$ cat config.mk
export PLATFORM = sky130hd
export DESIGN_NAME = bis_front
export DESIGN_NICKNAME = d
export VERILOG_FILES = /design/src/sv/bis_pkg.sv /design/src/sv/bis_front.sv
export SDC_FILE = /design/constraint.sdc
export NUM_CORES = 1
export LEC_CHECK = 0
export ABC_AREA = 1
export BUFFER_PORTS_ARGS = -buffer_cell sky130_fd_sc_hd__buf_2
export CAP_MARGIN = 10
export CELL_PAD_IN_SITES_DETAIL_PLACEMENT = 0
export CELL_PAD_IN_SITES_GLOBAL_PLACEMENT = 1
export CORE_MARGIN = 3
export CORE_UTILIZATION = 23
export DETAILED_ROUTE_END_ITERATION = 7
export HOLD_SLACK_MARGIN = 0.06
export PLACE_DENSITY_LB_ADDON = 0.3
export SYNTH_ARGS = -nofsm -noshare
export SYNTH_HDL_FRONTEND = slang
export SYNTH_SLANG_ARGS = --single-unit
$ cat constraint.sdc
create_clock -name i_clk -period 3.54 [get_ports i_clk]
set_clock_uncertainty 0.1 [all_clocks]
set_input_delay 1.062 -clock i_clk [delete_from_list [all_inputs] [get_ports i_clk]]
set_output_delay 1.062 -clock i_clk [all_outputs]
set_load 0.005 [all_outputs]
$ cat src/sv/bis_pkg.sv
`default_nettype none
// ----------------------------------------------------------------------------
// bis_pkg
// Shared constants and types of the bilinear image scaler.
// ----------------------------------------------------------------------------
package bis_pkg;

    localparam int COORD_W  = 12;   // col / row fields
    localparam int PIX_W    = 8;    // gray value
    localparam int SIZE_W   = 10;   // source_width / source_height
    localparam int STEP_W   = 20;   // Q4.16 step
    localparam int FRAC_W   = 16;   // fraction bits of a position
    localparam int CFG_IDX_W = 2;
    localparam int CFG_DATA_W = 20;

    localparam logic [SIZE_W-1:0] SIZE_RESET = SIZE_W'(256);
    localparam logic [STEP_W-1:0] STEP_RESET = STEP_W'(65536);

    localparam logic CMD_LOAD = 1'b0;
    localparam logic CMD_REQ  = 1'b1;

    typedef enum logic [CFG_IDX_W-1:0] {
        CFG_SRC_WIDTH  = 2'd0,
        CFG_SRC_HEIGHT = 2'd1,
        CFG_STEP_X     = 2'd2,
        CFG_STEP_Y     = 2'd3
    } t_cfg_idx;

endpackage
`default_nettype wire

$ cat src/sv/bis_front.sv
`default_nettype none
// ----------------------------------------------------------------------------
// bis_front
// Accepts items, maps request coordinates to source index, weights and
// frame store address, and hands finished jobs to the queue.
// ----------------------------------------------------------------------------
module bis_front #(
    parameter int MAX_SRC_WIDTH  = 512,
    parameter int MAX_SRC_HEIGHT = 512,
    parameter int WEIGHT_BITS    = 11,
    parameter int AW             = 18,
    parameter int JW             = 8
) (
    input  wire logic                          i_clk,
    input  wire logic                          i_rst_n,
    input  wire logic                          i_in_valid,
    output logic                               o_in_ready,
    input  wire logic                          i_cmd,
    input  wire logic [bis_pkg::COORD_W-1:0]   i_col,
    input  wire logic [bis_pkg::COORD_W-1:0]   i_row,
    input  wire logic [bis_pkg::PIX_W-1:0]     i_pixel_in,
    input  wire logic [bis_pkg::SIZE_W-1:0]    i_src_width,
    input  wire logic [bis_pkg::SIZE_W-1:0]    i_src_height,
    input  wire logic [bis_pkg::STEP_W-1:0]    i_step_x,
    input  wire logic [bis_pkg::STEP_W-1:0]    i_step_y,
    output logic                               o_push,
    output logic [JW-1:0]                      o_job,
    input  wire logic                          i_full
);

    localparam int CW   = (MAX_SRC_WIDTH  > 1) ? $clog2(MAX_SRC_WIDTH)  : 1;
    localparam int RW   = (MAX_SRC_HEIGHT > 1) ? $clog2(MAX_SRC_HEIGHT) : 1;
    localparam int WB1  = WEIGHT_BITS + 1;
    localparam int WW   = 2 * WEIGHT_BITS + 1;
    localparam int SH   = bis_pkg::FRAC_W - WEIGHT_BITS;
    localparam int PW   = bis_pkg::COORD_W + 1 + bis_pkg::STEP_W;  // (2d+1)*step
    localparam int IBW  = PW - bis_pkg::FRAC_W;                    // floor(pos)+1
    localparam int ONE  = 1 << WEIGHT_BITS;

    // clamp index to [0, size-2], size itself clamped to [2, maxsize]
    function automatic logic [IBW-1:0] clamp_idx(input logic [IBW-1:0] ib,
                                                 input logic [bis_pkg::SIZE_W-1:0] size,
                                                 input logic [13:0] maxsize);
        logic [13:0]    sz;
        logic [IBW-1:0] idx;
        logic [IBW-1:0] lim;
        sz = {4'd0, size};
        if (sz < 14'd2) sz = 14'd2;
        if (sz > maxsize) sz = maxsize;
        lim = IBW'(sz - 14'd2);
        idx = (ib == '0) ? '0 : ib - IBW'(1);
        if (idx > lim) idx = lim;
        return idx;
    endfunction

    function automatic logic [WB1-1:0] weight0(input logic [bis_pkg::FRAC_W-1:0] frac);
        logic [16:0] w;
        w = (17'd65536 - {1'b0, frac} + 17'(1 << (SH - 1))) >> SH;
        if (w > 17'(ONE)) w = 17'(ONE);
        return w[WB1-1:0];
    endfunction

    logic en;
    logic accept;

    // stage 1: products
    logic                          r1_v;
    logic                          r1_cmd;
    logic [bis_pkg::COORD_W-1:0]   r1_col, r1_row;
    logic [bis_pkg::PIX_W-1:0]     r1_pix;
    logic [PW-1:0]                 r1_px, r1_py;

    // stage 2: index and weights
    logic                          r2_v;
    logic                          r2_cmd, r2_wr_ok;
    logic [CW-1:0]                 r2_ax;
    logic [RW-1:0]                 r2_ay;
    logic [WB1-1:0]                r2_wx0, r2_wx1, r2_wy0, r2_wy1;
    logic [bis_pkg::COORD_W-1:0]   r2_col, r2_row;
    logic [bis_pkg::PIX_W-1:0]     r2_pix;

    // stage 3: address and weight products
    logic                          r3_v;
    logic                          r3_cmd, r3_wr_ok;
    logic [AW-1:0]                 r3_addr;
    logic [4*WW-1:0]               r3_wxy;
    logic [bis_pkg::COORD_W-1:0]   r3_col, r3_row;
    logic [bis_pkg::PIX_W-1:0]     r3_pix;

    logic [PW:0]          bx, by;
    logic [IBW-1:0]       ix, iy;
    logic [WB1-1:0]       wx0, wy0;
    logic                 wr_ok;

    assign en         = !(r3_v && i_full);
    assign o_in_ready = en;
    assign accept     = i_in_valid && en;

    always_comb begin
        // position + 1.0, Q.16, halved
        bx    = ({1'b0, r1_px} + (PW+1)'(65536)) >> 1;
        by    = ({1'b0, r1_py} + (PW+1)'(65536)) >> 1;
        ix    = clamp_idx(bx[PW-1:bis_pkg::FRAC_W], i_src_width, 14'(MAX_SRC_WIDTH));
        iy    = clamp_idx(by[PW-1:bis_pkg::FRAC_W], i_src_height, 14'(MAX_SRC_HEIGHT));
        wx0   = weight0(bx[bis_pkg::FRAC_W-1:0]);
        wy0   = weight0(by[bis_pkg::FRAC_W-1:0]);
        wr_ok = ({1'b0, r1_col} < 13'(MAX_SRC_WIDTH)) &&
                ({1'b0, r1_row} < 13'(MAX_SRC_HEIGHT));
    end

    always_ff @(posedge i_clk) begin
        if (!i_rst_n) begin
            r1_v <= 1'b0;
            r2_v <= 1'b0;
            r3_v <= 1'b0;
        end else if (en) begin
            r1_v <= accept;
            r2_v <= r1_v;
            r3_v <= r2_v;
        end
    end

    always_ff @(posedge i_clk) begin
        if (en) begin
            r1_cmd <= i_cmd;
            r1_col <= i_col;
            r1_row <= i_row;
            r1_pix <= i_pixel_in;
            r1_px  <= PW'({i_col, 1'b1}) * PW'(i_step_x);
            r1_py  <= PW'({i_row, 1'b1}) * PW'(i_step_y);

            r2_cmd   <= r1_cmd;
            r2_wr_ok <= wr_ok;
            r2_ax    <= (r1_cmd == bis_pkg::CMD_REQ) ? ix[CW-1:0] : r1_col[CW-1:0];
            r2_ay    <= (r1_cmd == bis_pkg::CMD_REQ) ? iy[RW-1:0] : r1_row[RW-1:0];
            r2_wx0   <= wx0;
            r2_wx1   <= WB1'(ONE) - wx0;
            r2_wy0   <= wy0;
            r2_wy1   <= WB1'(ONE) - wy0;
            r2_col   <= r1_col;
            r2_row   <= r1_row;
            r2_pix   <= r1_pix;

            r3_cmd   <= r2_cmd;
            r3_wr_ok <= r2_wr_ok;
            r3_addr  <= AW'(AW'(r2_ay) * AW'(MAX_SRC_WIDTH) + AW'(r2_ax));
            r3_wxy   <= {WW'(r2_wx1) * WW'(r2_wy1), WW'(r2_wx1) * WW'(r2_wy0),
                         WW'(r2_wx0) * WW'(r2_wy1), WW'(r2_wx0) * WW'(r2_wy0)};
            r3_col   <= r2_col;
            r3_row   <= r2_row;
            r3_pix   <= r2_pix;
        end
    end

    assign o_push = r3_v && !i_full;
    assign o_job  = {r3_cmd, r3_wr_ok, r3_addr, r3_wxy, r3_col, r3_row, r3_pix};

endmodule
`default_nettype wire

==> results of run 1 <==
## how the worst max path moves through the flow
stage / from / to / slack, ns
after floorplan: i_full / o_push / 1.21
after global placement: i_full / o_push / 1.01
after detailed placement: i_full / o_push / 1.01
after CTS: i_full / o_push / 1.00
after global routing: i_full / o_push / 0.91
final: i_full / o_push / 1.0
## final cells by class
type | instances | area [µm²]
fill | 345 | 2380
multi-input combinational | 12 | 51.3
sequential | 27 | 781
clock buffer | 3 | 41.3
clock inverter | 1 | 7.51
timing repair buffer | 21 | 105
inverter | 4 | 15.0
tap | 46 | 57.6
## per-layer routing
metal  up-vias  global-route usage  part of all wire
li1        200                   -                 -
met5         -                   0                 0
met3         2              0.0371              0.12
met1       162              0.0545              0.46
met2        20              0.0780              0.41
met4         0              0.0228            0.0091
## state kept, by name, summed over array words and instances (netlist names)
register	flops
o_job	8
r1_pix	8
r3_v	1
r2_v	1
r2_pix	8
r1_v	1
## through the flow
stage	area, µm²	total power [mW]	setup slack [ns]	instances
2_1_floorplan	847	0.392	1.21	43
3_3_place_gp	1010	0.408	1.01	110
3_5_place_dp	1010	0.409	1.01	110
4_1_cts	1060	0.583	1.00	114
5_1_grt	1060	0.601	0.911	114
6_report	1060	0.570	0.999	114
## critical path: stages
cell and delay [ns]:
buf_2 0.11, nor2_1 0.09, buf_2 0.11
## power by group through the flow
stage / Clock (mW) / Combinational, mW / Sequential [mW]
finish: 0.169 / 0.0230 / 0.378
global route: 0.194 / 0.0264 / 0.381
CTS: 0.181 / 0.0237 / 0.378
detailed placement: 0 / 0.0237 / 0.386
global placement: 0 / 0.0232 / 0.385
floorplan: 0 / 0.00607 / 0.386
## cell usage in the layout (no fill, tap or decap)
cell type	n
dfxtp_1	3
clkinvlp_4	1
nor2_1	5
a21boi_0	1
buf_2	21
clkbuf_8	3
edfxtp_1	24
inv_1	4
nand2_1	5
nand2_2	1
## logic make-up (layout without fill, tap and decap cells)
family / after synthesis / in the layout / share of synthesized area
compound gates: 1 / 1 / 0.00887
buf+inv: 4 / 29 / 0.0177
flops: 27 / 27 / 0.922
simple gates: 11 / 11 / 0.0517
==> results.ini, run 1 <==
[timing]
maxSlewHeadroom = 0.594
fin_crit_sh = 0.718
finalCriticalPeriod_ns = 2.54
slew_violations = 0
setup_tns_ns = 0
max_freq_mhz = 394
hold_ws_ns = 0.321
tightest_slew_ns = 0.607
finalSetupViolCount = 0
hold_viol = 0
rsz0062_at_grt = no

[final_layout]
layout-drive-gt1-share = 0.382
area_delta_synth_final_pct = 25.0
fin_util = 0.308
diodes = 0
final_nets = 166

[detailed_routing]
vias = 384
drc = 0
wirelength_um = 993
antenna_left = 0
post_drt_wl_per_cell_um = 8.71
first_iter_violations = 3
vias_per_cell = 3.37
drt_pass1_iterations = 2

[clock_network]
root_buffer = clkbuf_8
clock_latency_ns = 0.26
post_cts_resized = 0
clock-sinks = 27
cts_hold_repair.buffers = 0
cts_tree = yes
path_clk_slew_ns = 0.09
ctsHtreeMaxLevel = 1
numCtsBuffers = 3
cts_buffer_depth = 2
post_cts_buffers = 0

[power]
pwr-share-seq = 0.663
power-per-cell-area_mw_per_mm2 = 538
pwr-share-clk = 0.297
cell_internal_pwr_mw = 0.464
sw_frac_of_total = 0.186
p_switching_mw = 0.106
p_comb_frac = 0.040
leakagePower_nw = 0.425
ir_drop_mv = 0.308

[critical_path]
crit_type = primary input to primary output
r2r_cells = 1
arrival_ns = 1.38
required_ns = 2.38
reg2reg_from = r3_v
worst_setup_path_start_kind = primary input
rr_endpoint = r1_pix[7]
reg2reg_slack_ns = 2.27
worstPathMaxFanout = 3
endpoint_kind = primary output

[yosys]
syn_area_um2 = 847
synth.top_cell.area_share = 0.851
yosys_most_used_dff = edfxtp_1
synth_top_cell_by_area = edfxtp_1
synth.most_common_cell = edfxtp_1
async_flop_share = 0
yosys_register_bits = 27
synthCells = 43
synth_cell_types = 7
syn_nets = 140
avgSynthCellArea_um2 = 19.7
synth_edf_count = 24
seq_area_frac_synth = 0.922
synth_warnings = 0
synthTopCellsByCount = 24 x edfxtp_1, 5 x nand2_1, 5 x nor2_1, 4 x inv_1, 3 x dfxtp_1
synthTopCellsByArea = edfxtp_1 85%, dfxtp_1 7.1%, nand2_1 2.2%, nor2_1 2.2%, inv_1 1.8%

[floorplanning]
core_area_mm2 = 0.00344
die-area_mm2 = 0.00445
initial_core_util = 0.246
ios = 107
die_h_um = 66.7
num_rows = 21
die_w_um = 66.7

[flow_run]
max-cap-violations = 0

[global_routing]
grt_pass1_wl_um = 1610
antenna_found_initial = 0
gr-total-overflow = 0
first_global_vias = 358
grt_max_degree = 30
grt_use_total = 0.0517

[hold_path]
min_to = r2_pix[5]
hp-class = flip-flop to flip-flop
min-delay-start = r1_pix[5]
hold_path_depth = 0

[placement]
place_congestion = 0.581
port_buffers = 21

[run_status]
run_status = completed

Power figures use the tool's default switching activity.
==> run 2, diff against run 1 <==
CORE_UTILIZATION = 21   (was 23)
clock period = 2.55 ns   (was 3.54 ns; I/O delays follow)
==> run 2 against run 1 <==
Combinational power rose by 40%. Non-clock buffer count did not move. Setup slack got worse by 0.40 ns. Die area rose by 8.7%. Largest cell class unchanged.
==> results.ini, run 2 (synthesis results as in run 1) <==
[run_status]
run_status = completed

[power]
pwr-share-clk = 0.309
p_comb_frac = 0.040
pwr-share-seq = 0.651
sw_frac_of_total = 0.196
cell_internal_pwr_mw = 0.648
leakagePower_nw = 0.430
p_total_mw = 0.806
p_switching_mw = 0.158
power-per-cell-area_mw_per_mm2 = 758
ir_drop_mv = 0.208

[hold_path]
hp-class = flip-flop to flip-flop
min_to = o_job[6]
min-delay-start = r2_pix[6]
hold_path_depth = 0

[critical_path]
arrival_ns = 1.09
path_common_cell = buf_2
reg2reg_slack_ns = 1.26
crit_chain = buf_2 > nor2_1 > buf_2
worst_setup_path_start_kind = primary input
worstPathMaxFanout = 3
max_stage_delay_ns = 0.12
crit_family = buffers and inverters
required_ns = 1.69
path_buf_inv = 2
reg2reg_from = r3_v
r2r_cells = 1
rr_endpoint = o_job[5]
endpoint_kind = primary output
crit_type = primary input to primary output
crit_slowest_cell = buf_2

[timing]
setup_tns_ns = 0
hold_ws_ns = 0.327
fin_crit_sh = 0.766
finalCriticalPeriod_ns = 1.95
tightest_slew_ns = 0.629
max_freq_mhz = 512
finalSetupViolCount = 0
slew_violations = 0
hold_viol = 0
rsz0062_at_grt = no
maxSlewHeadroom = 0.579

[floorplanning]
num_rows = 22
initial_core_util = 0.225
die_h_um = 69.5
ios = 107
core_area_mm2 = 0.00377
die_w_um = 69.5
die-area_mm2 = 0.00483

[final_layout]
diodes = 0
final_common_cell = edfxtp_1
layout.cells.non_filler = 116
layout-drive-gt1-share = 0.382
final_cell_mix = 24 x edfxtp_1, 21 x buf_2, 5 x nor2_1, 5 x nand2_1, 4 x inv_1
fin_util = 0.282
area_delta_synth_final_pct = 25.4
final_nets = 166

[detailed_routing]
antenna_left = 0
vias_per_cell = 3.35
vias = 389
first_iter_violations = 28
wirelength_um = 1030
drc = 0
post_drt_wl_per_cell_um = 8.84
drt_pass1_iterations = 2

[global_routing]
grt_pass1_wl_um = 1700
gr-total-overflow = 0
first_global_vias = 376
grt_max_degree = 30
grt_use_total = 0.0458
antenna_found_initial = 0

[flow_run]
max-cap-violations = 0

[clock_network]
post_cts_resized = 0
ctsHtreeMaxLevel = 1
path_clk_slew_ns = 0.09
numCtsBuffers = 3
root_buffer = clkbuf_8
clock-sinks = 27
cts_buffer_depth = 2
post_cts_buffers = 0
cts_hold_repair.buffers = 0
clock_latency_ns = 0.27
cts_tree = yes

[placement]
placedCellCount = 112
port_buffers = 21
place_congestion = 0.587
hpwl_um = 663

## run 2: layout make-up
class,instances,area (µm²)
clock buffer,3,41.3
clock inverter,1,8.76
sequential,27,781
tap,48,60.1
multi-input combinational,12,51.3
fill,383,2710
inverter,4,15.0
timing repair buffer,21,105
## run 2: routing by layer
layer	part of all wire	vias up	track usage
met4	0.0058	0	0.0195
li1	-	201	-
met5	0	-	0
met3	0.079	2	0.0275
met1	0.46	173	0.0522
met2	0.46	13	0.0689
## run 2: stage by stage
stage,area [µm²],setup slack [ns]
after global routing,1060,0.557
after floorplan,847,0.814
after detailed placement,1010,0.595
final,1060,0.596
after CTS,1060,0.590
after global placement,1010,0.597
## run 2: worst max path at each step
stage	from	endpoint	slack [ns]	cells past startpoint
global placement	i_full	o_push	0.60	3
finish	i_full	o_push	0.60	3
global route	i_full	o_push	0.56	3
CTS	i_full	o_push	0.59	3
detailed placement	i_full	o_push	0.60	3
floorplan	i_full	o_push	0.81	1
## run 2: power groups by stage
stage,combinational [mW],sequential [mW],clock [mW]
finish,0.0323,0.525,0.249
floorplan,0.00843,0.536,0
CTS,0.0334,0.525,0.258
detailed placement,0.0334,0.536,0
global placement,0.0328,0.535,0
global route,0.0371,0.528,0.279
