File: src/sv/bis_fifo.sv
`default_nettype none
// ----------------------------------------------------------------------------
// bis_fifo
// Four-entry show-ahead job queue between front and back.
// ----------------------------------------------------------------------------
module bis_fifo #(
    parameter int JW = 8
) (
    input  wire logic          i_clk,
    input  wire logic          i_rst_n,
    input  wire logic          i_push,
    input  wire logic [JW-1:0] i_data,
    output logic               o_full,
    input  wire logic          i_pop,
    output logic               o_valid,
    output logic [JW-1:0]      o_data
);

    logic [JW-1:0] r_mem [4];
    logic [1:0]    r_wp, r_rp;
    logic [2:0]    r_cnt;
    logic          do_pop;

    assign o_full  = (r_cnt == 3'd4);
    assign o_valid = (r_cnt != 3'd0);
    assign o_data  = r_mem[r_rp];
    assign do_pop  = i_pop && o_valid;

    always_ff @(posedge i_clk) begin
        if (!i_rst_n) begin
            r_wp  <= '0;
            r_rp  <= '0;
            r_cnt <= '0;
        end else begin
            if (i_push) r_wp <= r_wp + 2'd1;
            if (do_pop) r_rp <= r_rp + 2'd1;
            r_cnt <= r_cnt + 3'(i_push) - 3'(do_pop);
        end
    end

    always_ff @(posedge i_clk) begin
        if (i_push) r_mem[r_wp] <= i_data;
    end

endmodule
`default_nettype wire

File: config.mk
export PLATFORM = sky130hd
export DESIGN_NAME = bis_fifo
export DESIGN_NICKNAME = d
export VERILOG_FILES = /design/src/sv/bis_fifo.sv
export SDC_FILE = /design/constraint.sdc
export NUM_CORES = 1
export LEC_CHECK = 0
export BUFFER_PORTS_ARGS = -buffer_cell sky130_fd_sc_hd__buf_2
export CAP_MARGIN = 20
export CORE_MARGIN = 2
export CORE_UTILIZATION = 45
export CTS_BUF_LIST = sky130_fd_sc_hd__clkbuf_4 sky130_fd_sc_hd__clkbuf_8
export CTS_CLUSTER_SIZE = 12
export DETAILED_ROUTE_END_ITERATION = 10
export GPL_TIMING_DRIVEN = 1
export PLACE_DENSITY_LB_ADDON = 0.2
export SLEW_MARGIN = 10
export SYNTH_ARGS = -nofsm -noshare
export SYNTH_HDL_FRONTEND = slang
export SYNTH_SLANG_ARGS = --single-unit
File: constraint.sdc
create_clock -name i_clk -period 4.58 [get_ports i_clk]
set_input_delay 0.458 -clock i_clk [delete_from_list [all_inputs] [get_ports i_clk]]
set_output_delay 0.458 -clock i_clk [all_outputs]
set_load 0.005 [all_outputs]
==> results.md, run 1 <==
* Peak VDD IR at 0.257 mV
* Max H-tree Level at 2
* TritonCTS clock tree: built
* Root cell of the clock tree: clkbuf_4
* Startpoint of the worst hold path: i_data[7]
* Kind of critical path: reg -> out
* Width of the die at 64.3 um
* Post-detailed-route wirelength per cell at 14.8 um
* Total core area at 3420 um2
* Detailed Route Iter0 Violations at 11
* Count of TritonRoute iterations in the first routing pass at 4
* Maximum fanout along the worst path at 8
* Data arrival, critical path at 1.76 ns
* Remaining routing DRC violations at 0
* Vias in the first global route at 821
* Clock-pin slew of the registers on the worst-case setup and hold paths at 0.11 ns
* Normalized max-slew margin at 0.627
* Number of distinct library cells after synthesis at 19
* Static leakage power at 0.684 nW
* Seq cells post-synth at 41
* Mean Syn Cell Area at 18.8 um2
* Count of nets left with antenna violations after detail routing at 0
* Warnings from Yosys at 0
* Layout Area Growth over Synthesis at 12.0%
* Tcrit/Tclk final at 0.483
* Post-synth net total at 106
* DRT Wirelength at 2.37 mm
* Share of the synthesized area in the top cell type at 0.588
* Tightest Pin Transition at 0.559 ns
* Die Area at 4130 um2
* Count of hold-fix buffers inserted at cts at 0
* Row cnt at 21
* # fillers at 293
* Largest buffer count on any clock path at 2
* Number of setup buffers added after CTS at 0
* Maximum clock rate at 0.452 GHz
* Count of endpoints failing setup in the final report at 0
* Outcome: completed
* Worst Setup Start Kind: flip-flop
* Vias/cell at 4.94
* Total overflow reported by the global router at 0
* Io pins at 22
* HPWL after detailed placement at 1.64 mm
* Ratio of cells with drive above 1 in the final layout at 0.316
* Library cell occupying the most area in the post-synthesis netlist: edfxtp_1
* Die Height at 64.3 um
* Initial antenna violation count at 0
* Top library cells by usage in the layout, fill and taps aside: edfxtp_1, buf_2, dfxtp_1
* Cell types occupying the most area after synthesis: edfxtp_1, dfxtp_1, mux4_2
* Post-cts sizing count at 0
* Most frequent standard cell in the layout excluding fill and tap cells: edfxtp_1
* Share of the core filled with cells in the final layout at 0.536
* Antenna fix cells at 0
* Cell Pwr Density at 451 nW/um2
* Fin nets at 132
* Max-capacitance violation count at 0
* CTS Sinks at 41
* Pin count of the biggest net entering global routing at 13
* Minimum period implied by the final worst setup slack at 2.21 ns
* Wire length of the first global-routing pass at 3.91 mm
* Routability congestion estimate from global placement at 0.673
* Starting density of the core at 0.478
* Count of buffers inserted at the top-level ports at 21
* Aggregate global-route resource usage at 0.133
* Class of the most critical hold timing path: in -> reg
* Final Hold Vio Count at 0
* Reg2reg start: r_cnt[1]
* CP endpoint kind: primary output
* Skew-Pair Late Insertion Delay at 0.34 ns
* Number of buffers created by CTS at 5
* Syn Std Cell Area at 1630 um2
* Worst slack on hold paths at 0.329 ns
* Final-report max-slew violation count at 0
* Final TNS setup at 0 ns
* Cell count after synthesis at 87
* Data required, critical path at 4.12 ns
* Number of vias after detailed routing at 791
* Unrepaired setup endpoints after global routing: false
* Share of synthesized area occupied by flip-flops and latches at 0.698
* Setup Skew at 0.00495 ns
==> cell usage after synthesis <==
library cell	count
clkbuf_2	1
fa_1	1
xor2_1	1
and2_1	8
xnor3_1	1
dfxtp_1	9
or3_1	1
nand2_1	2
edfxtp_1	32
nor2b_1	1
inv_1	6
o311ai_1	1
o31a_2	1
nand2b_1	2
mux4_2	8
buf_6	1
mux2i_1	4
ha_1	6
and3_1	1
==> cell families after synthesis <==
group,share of synthesized area
AO/OA/AOI/OAI,0.0115
buffers and inverters,0.0237
XOR/XNOR,0.0191
multiplexers,0.135
flip-flops,0.698
adder cells (fa/ha/maj),0.0582
AND/OR/NAND/NOR,0.0544
==> worst paths after layout <==
check | to | slack [ns] | cells after the start
worst max-delay path | o_data[0] | 2.37 | 2
worst min-delay path | r_mem[2][7] | 0.33 | 1
worst max register to register | r_cnt[2] | 2.55 | 7
worst min register to register | r_rp[1] | 0.50 | 2
==> report_power, final <==
| part | switching (W) | internal (W) | leakage (nW) | total [W] |
|---|---|---|---|---|
| sequential | 0.0000398 | 0.000437 | 0.368 | 0.000477 |
| combinational | 0.0000691 | 0.000115 | 0.286 | 0.000184 |
| clock | 0.000110 | 0.0000556 | 0.0300 | 0.000165 |
| total | 0.000219 | 0.000608 | 0.684 | 0.000826 |
==> metrics by stage <==
stage	area (um2)	worst slack [ns]	instances	power, W
floorplan	1630	2.62	87	0.000613
CTS	1830	2.31	160	0.000836
finish	1830	2.37	160	0.000826
global route	1830	2.24	160	0.000882
global placement	1780	2.60	152	0.000664
detailed placement	1780	2.55	152	0.000672
==> area by class of cell <==
class,instances,area [um2],share of cell area
Clock buffer,5,37.5,0.0205
Clock inverter,3,12.5,0.00684
Inverter,6,22.5,0.0123
Multi-Input combinational cell,38,454,0.248
Sequential cell,41,1140,0.623
Tap cell,46,57.6,0.0314
Timing Repair Buffer,21,105,0.0574
==> worst max-delay path: stages (launching register included) <==
cell and delay (ns):
dfxtp_1 0.69, mux4_2 0.58, buf_2 0.14
==> flip-flops by register name, summed over array words and instances (netlist names), named ones only <==
name,count
r_cnt,3
r_mem,32
r_rp,2
r_wp,2
==> layer usage <==
layer  global-route usage  share of wire
met5                    0              0
met4               0.0718          0.026
met3               0.0335          0.043
met2                0.228           0.49
met1                0.151           0.44
Note: power is estimated with default switching activity, not from simulation.
==> inputs of run 2 (changes only) <==
--- a/config.mk
+++ b/config.mk
@@ -5,6 +5,7 @@
 export SDC_FILE = /design/constraint.sdc
 export NUM_CORES = 1
 export LEC_CHECK = 0
+export ABC_AREA = 1
 export BUFFER_PORTS_ARGS = -buffer_cell sky130_fd_sc_hd__buf_2
 export CAP_MARGIN = 20
 export CORE_MARGIN = 2
==> constraint.sdc (replaced) <==
create_clock -name i_clk -period 1.99 [get_ports i_clk]
set_input_delay 0.199 -clock i_clk [delete_from_list [all_inputs] [get_ports i_clk]]
set_output_delay 0.199 -clock i_clk [all_outputs]
set_load 0.005 [all_outputs]
==> results.md, run 2 <==
* Count of endpoints failing setup in the final report at 0
* Count of nets left with antenna violations after detail routing at 0
* Detailed Route Iter0 Violations at 31
* Cell Int Power at 0.00147 W
* Syn Std Cell Area at 1650 um2
* Wire length of the first global-routing pass at 4.54 mm
* Setup WS post-layout at 0.220 ns
* Share of flip-flops with an asynchronous set or reset at 0
* Worst Reg2Reg Path Length in Cells at 8
* Seq cells post-synth at 41
* Switching fraction of total power at 0.298
* Antenna fix cells at 0
* Setup Skew at 0.00947 ns
* Final Hold Vio Count at 0
* Kind of critical path: reg -> reg
* Starting density of the core at 0.458
* Post-cts sizing count at 0
* Pin count of the biggest net entering global routing at 17
* Total core area at 3610 um2
* DRT Wirelength at 2.66 mm
* Ratio of cells with drive above 1 in the final layout at 0.212
* Synth top cells by count: edfxtp_1, nor2_1, inv_1
* Share of power burned in the clock network at 0.247
* Beginning of the critical path: r_cnt[1]
* Mean Syn Cell Area at 12.1 um2
* Routed wire length on met3 at 145 um
* Tightest Pin Transition at 0.357 ns
* Cell count after synthesis at 137
* Data required, critical path at 2.17 ns
* Count of TritonRoute iterations in the first routing pass at 4
* Vias in the first global route at 1032
* Peak VDD IR at 0.617 mV
* Most frequent standard cell in the layout excluding fill and tap cells: edfxtp_1
* Number of enable flip-flop cells after synthesis at 32
* Main flop type after synthesis: edfxtp_1
* Largest reg by FF count: r_mem
* Io pins at 22
* Flip-flop count of the largest register, all copies and words added at 32
* Min-Delay Path Depth at 1
* Routed length on met1 at 1.16 mm
* Width of the die at 64.6 um
* Largest buffer count on any clock path at 2
* Root cell of the clock tree: clkbuf_8
* Minimum period implied by the final worst setup slack at 1.77 ns
* Reg2reg start: r_cnt[1]
* Number of setup buffers added after CTS at 0
* Count of buffers inserted at the top-level ports at 21
* Share of synthesized area occupied by flip-flops and latches at 0.690
* Skew-Pair Late Insertion Delay at 0.29 ns
* Routability congestion estimate from global placement at 0.723
* Uppermost signal routing layer after detailed routing: met4
* Warnings from Yosys at 0
* Capturing point of the worst reg2reg path: r_cnt[2]
* Initial antenna violation count at 0
* Tcrit/Tclk final at 0.889
* Maximum clock rate at 0.565 GHz
* Fin nets at 183
* Top library cells by usage in the layout, fill and taps aside: edfxtp_1, buf_2, nor2_1
* Part of the power in registers at 0.506
* Number of buffers created by CTS at 5
* Worst slack at placement at 0.251 ns
* Met2 routed WL at 1.30 mm
* Number of distinct library cells after synthesis at 17
* Class of the most critical hold timing path: in -> reg
* Vias/cell at 4.88
* Post-synth net total at 156
* Data arrival, critical path at 1.95 ns
* TritonCTS clock tree: built
* Row cnt at 22
* Normalized max-slew margin at 0.762
* End point of the critical path: r_cnt[2]
* Switching component of the power at 0.000623 W
* Cell Pwr Density at 1110 nW/um2
* CTS Sinks at 41
* Aggregate global-route resource usage at 0.151
* Cell types occupying the most area after synthesis: edfxtp_1, dfxtp_1, ha_1
* Registers with the highest flip-flop counts: r_mem: 32 flops, r_cnt: 3 flops
* Worst Setup Start Kind: flip-flop
* HPWL after detailed placement at 1.82 mm
* Final TNS setup at 0 ns
* Dominant cell by count in the synthesized netlist: edfxtp_1
* Max H-tree Level at 2
* Total overflow reported by the global router at 0
* Static leakage power at 0.773 nW
* Library cell occupying the most area in the post-synthesis netlist: edfxtp_1
* Remaining routing DRC violations at 0
* Maximum fanout along the worst path at 3
* Die Height at 64.6 um
* Combinational power share at 0.248
* Layout Area Growth over Synthesis at 14.3%
* Share of the synthesized area in the top cell type at 0.581
* Final-report max-slew violation count at 0
* Outcome: completed
* Die Area at 4170 um2
* Minimum setup slack among reg-to-reg paths at 0.22 ns
* Unrepaired setup endpoints after global routing: false
* Clock-pin slew of the registers on the worst-case setup and hold paths at 0.07 ns
* Max-capacitance violation count at 0
* CP endpoint kind: flip-flop
* Count of hold-fix buffers inserted at cts at 0
* Number of vias after detailed routing at 1039
* Post-detailed-route wirelength per cell at 12.5 um
## run 2: worst min path at each step
stage	startpoint	end	slack, ns
2_1_floorplan	i_rst_n	r_cnt[1]	0.29
3_3_place_gp	i_data[6]	r_mem[3][6]	0.41
3_5_place_dp	i_data[6]	r_mem[3][6]	0.41
4_1_cts	i_data[0]	r_mem[1][0]	0.11
5_1_grt	i_data[3]	r_mem[1][3]	0.12
6_report	i_data[0]	r_mem[1][0]	0.12
## run 2: power by group through the flow
stage | sequential (W) | combinational (W) | clock [W]
detailed placement | 0.00108 | 0.000521 | 0
global placement | 0.00107 | 0.000491 | 0
floorplan | 0.00106 | 0.000364 | 0
CTS | 0.00106 | 0.000526 | 0.000530
finish | 0.00106 | 0.000518 | 0.000516
global route | 0.00107 | 0.000604 | 0.000568
## run 2: logic make-up (layout without fill, tap and decap cells)
logic type / Yosys count / after routing / synth area share
DFF: 41 / 41 / 0.690
and+or+nand+nor: 38 / 38 / 0.0908
AOI/OAI and AO/OA: 32 / 32 / 0.109
buffers and inverters: 19 / 47 / 0.0522
adders and majority gates: 7 / 7 / 0.0575
## run 2: cell type report
cell class              instances  area [um2]
clock buffers                   6        76.3
clock inverters                 2        10.0
fillers                       332        1720
inverters                      17        63.8
multi-input cells              77         425
flip-flops and latches         41        1140
well taps                      48        60.1
repair buffers                 22         113
## run 2: worst max-delay path: stages, from the launching register on
cell      delay (ns)
dfxtp_1         0.33
nor2_1          0.13
a21boi_0        0.11
ha_1            0.30
inv_1           0.04
ha_1            0.18
fa_1            0.38
a21oi_1         0.14
nor2_1          0.06
## run 2: per-layer routing
| metal | track usage | vias up |
|---|---|---|
| met1 | 0.164 | 481 |
| met4 | 0.0718 | 0 |
| met3 | 0.0521 | 8 |
| met5 | 0 | - |
| li1 | - | 527 |
| met2 | 0.263 | 23 |
## run 2: per-stage QoR
step / hold slack (ns) / total power [W] / instances / cell area (um2) / utilization
after global routing: 0.121 / 0.00224 / 213 / 1890 / 0.524
after floorplan: 0.292 / 0.00142 / 137 / 1650 / -
final: 0.120 / 0.00209 / 213 / 1890 / 0.524
after global placement: 0.409 / 0.00156 / 205 / 1800 / 0.500
after CTS: 0.114 / 0.00211 / 213 / 1890 / 0.524
after detailed placement: 0.415 / 0.00160 / 205 / 1800 / 0.500
==> inputs of run 3 (changes only) <==
--- a/config.mk
+++ b/config.mk
@@ -15,6 +15,7 @@
 export DETAILED_ROUTE_END_ITERATION = 10
 export GPL_TIMING_DRIVEN = 1
 export PLACE_DENSITY_LB_ADDON = 0.2
+export REMOVE_ABC_BUFFERS = 1
 export SLEW_MARGIN = 10
 export SYNTH_ARGS = -nofsm -noshare
 export SYNTH_HDL_FRONTEND = slang
==> results.md, run 3 (synthesis results as in run 2) <==
* Outcome: completed
* Count of hold-fix buffers inserted at cts at 0
* Tightest Pin Transition at 0.366 ns
* Library cell contributing the largest single delay on the critical path: fa_1
* Min-Delay Path Depth at 1
* Count of TritonRoute iterations in the first routing pass at 4
* Routability congestion estimate from global placement at 0.740
* Layout Area Growth over Synthesis at 14.3%
* Top library cells by usage in the layout, fill and taps aside: edfxtp_1, buf_2, nor2_1
* Vias/cell at 4.85
* Number of buffers created by CTS at 5
* Ratio of cells with drive above 1 in the final layout at 0.212
* Pin count of the biggest net entering global routing at 17
* Kind of critical path: reg -> reg
* Final Hold Vio Count at 0
* Setup Skew at 0.00880 ns
* Detailed Route Iter0 Violations at 31
* Max-capacitance violation count at 0
* Count of nets left with antenna violations after detail routing at 0
* Total overflow reported by the global router at 0
* Static leakage power at 0.773 nW
* TritonCTS clock tree: built
* Die Area at 4170 um2
* Largest buffer count on any clock path at 2
* Row cnt at 22
* Total core area at 3610 um2
* Clock-pin slew of the registers on the worst-case setup and hold paths at 0.08 ns
* Skew-Pair Late Insertion Delay at 0.28 ns
* Starting density of the core at 0.458
* Final-report max-slew violation count at 0
* Maximum clock rate at 0.584 GHz
* Count of endpoints failing setup in the final report at 0
* Startpoint of the worst hold path: i_data[0]
* Worst Setup Start Kind: flip-flop
* Flip-flop count of the largest register, all copies and words added at 32
* Series of cell instances along the critical path: nor2_1 > a21boi_0 > ha_1 > inv_1 > ha_1 > fa_1 > a21oi_1 > nor2_1
* Minimum period implied by the final worst setup slack at 1.71 ns
* Capturing point of the worst reg2reg path: r_cnt[2]
* Minimum setup slack among reg-to-reg paths at 0.28 ns
* Most frequent standard cell in the layout excluding fill and tap cells: edfxtp_1
* Reg2reg start: r_cnt[1]
* Aggregate global-route resource usage at 0.146
* DRT Wirelength at 2.75 mm
* Antenna fix cells at 0
* Max H-tree Level at 2
* Cell Pwr Density at 1100 nW/um2
* Post-cts sizing count at 0
* Class of the most critical hold timing path: in -> reg
* Number of setup buffers added after CTS at 0
* CP endpoint kind: flip-flop
* Io pins at 22
* Die Height at 64.6 um
* Worst Reg2Reg Path Length in Cells at 8
* Fin nets at 183
* Worst-case hold path end point: r_mem[0][0]
* Post-detailed-route wirelength per cell at 12.9 um
* Maximum fanout along the worst path at 3
* Peak VDD IR at 0.651 mV
* Placed Area at 1800 um2
* Wire length of the first global-routing pass at 4.40 mm
* Vias in the first global route at 1029
* Remaining routing DRC violations at 0
* Largest reg by FF count: r_mem
* Worst slack on hold paths at 0.125 ns
* CTS Sinks at 41
* Fin area at 1890 um2
* Max incr delay on CP at 0.38 ns
* Count of buffers inserted at the top-level ports at 21
* Data required, critical path at 2.17 ns
* Width of the die at 64.6 um
* Data arrival, critical path at 1.89 ns
* Tcrit/Tclk final at 0.861
* Initial antenna violation count at 0
* Normalized max-slew margin at 0.756
* Unrepaired setup endpoints after global routing: false
* Number of vias after detailed routing at 1033
* Registers with the highest flip-flop counts: r_mem: 32 flops, r_cnt: 3 flops
* Root cell of the clock tree: clkbuf_8
* Final TNS setup at 0 ns
* HPWL after detailed placement at 1.93 mm
run 3: critical path, delay by kind of cell (launching register included):
kind | cells | cell delay (ns)
buffers and inverters | 1 | 0.04
adder cells (fa/ha/maj) | 3 | 0.84
flip-flops | 1 | 0.32
AO/OA/AOI/OAI | 2 | 0.23
AND/OR/NAND/NOR | 2 | 0.19
run 3: worst max-delay path by stage:
stage                end  cells after the start  startpoint  slack (ns)
6_report        r_cnt[2]                      8    r_cnt[1]        0.28
3_3_place_gp    r_cnt[2]                      8    r_cnt[1]        0.33
4_1_cts         r_cnt[2]                      8    r_cnt[1]        0.26
3_5_place_dp    r_cnt[2]                      8    r_cnt[1]        0.27
2_1_floorplan   r_cnt[2]                      8    r_cnt[1]        0.37
5_1_grt        o_data[7]                      4   flip-flop        0.16
run 3: area by class of cell:
class | instances | area, um2
multi-input combinational | 77 | 425
timing repair buffer | 22 | 113
fill | 315 | 1720
tap | 48 | 60.1
sequential | 41 | 1140
inverter | 17 | 63.8
clock inverter | 2 | 10.0
clock buffer | 6 | 76.3
run 3: metrics by stage:
step / setup WS (ns) / instances / power [W] / util
2_1_floorplan: 0.366 / 135 / 0.00139 / -
5_1_grt: 0.164 / 213 / 0.00222 / 0.524
4_1_cts: 0.260 / 213 / 0.00211 / 0.524
3_3_place_gp: 0.333 / 205 / 0.00157 / 0.500
3_5_place_dp: 0.270 / 205 / 0.00160 / 0.500
6_report: 0.277 / 213 / 0.00209 / 0.524
run 3: per-layer routing:
| metal | GRT usage | share of wire | vias to the layer above |
|---|---|---|---|
| li1 | - | - | 525 |
| met1 | 0.162 | 0.41 | 474 |
| met2 | 0.253 | 0.52 | 28 |
| met3 | 0.0382 | 0.045 | 6 |
| met4 | 0.0878 | 0.017 | 0 |
| met5 | 0 | 0 | - |
run 3: report_power, final:
group | switching, W | internal, W | total, W
Clock | 0.000257 | 0.000256 | 0.000513
Sequential | 0.0000559 | 0.00100 | 0.00106
Combinational | 0.000307 | 0.000209 | 0.000516
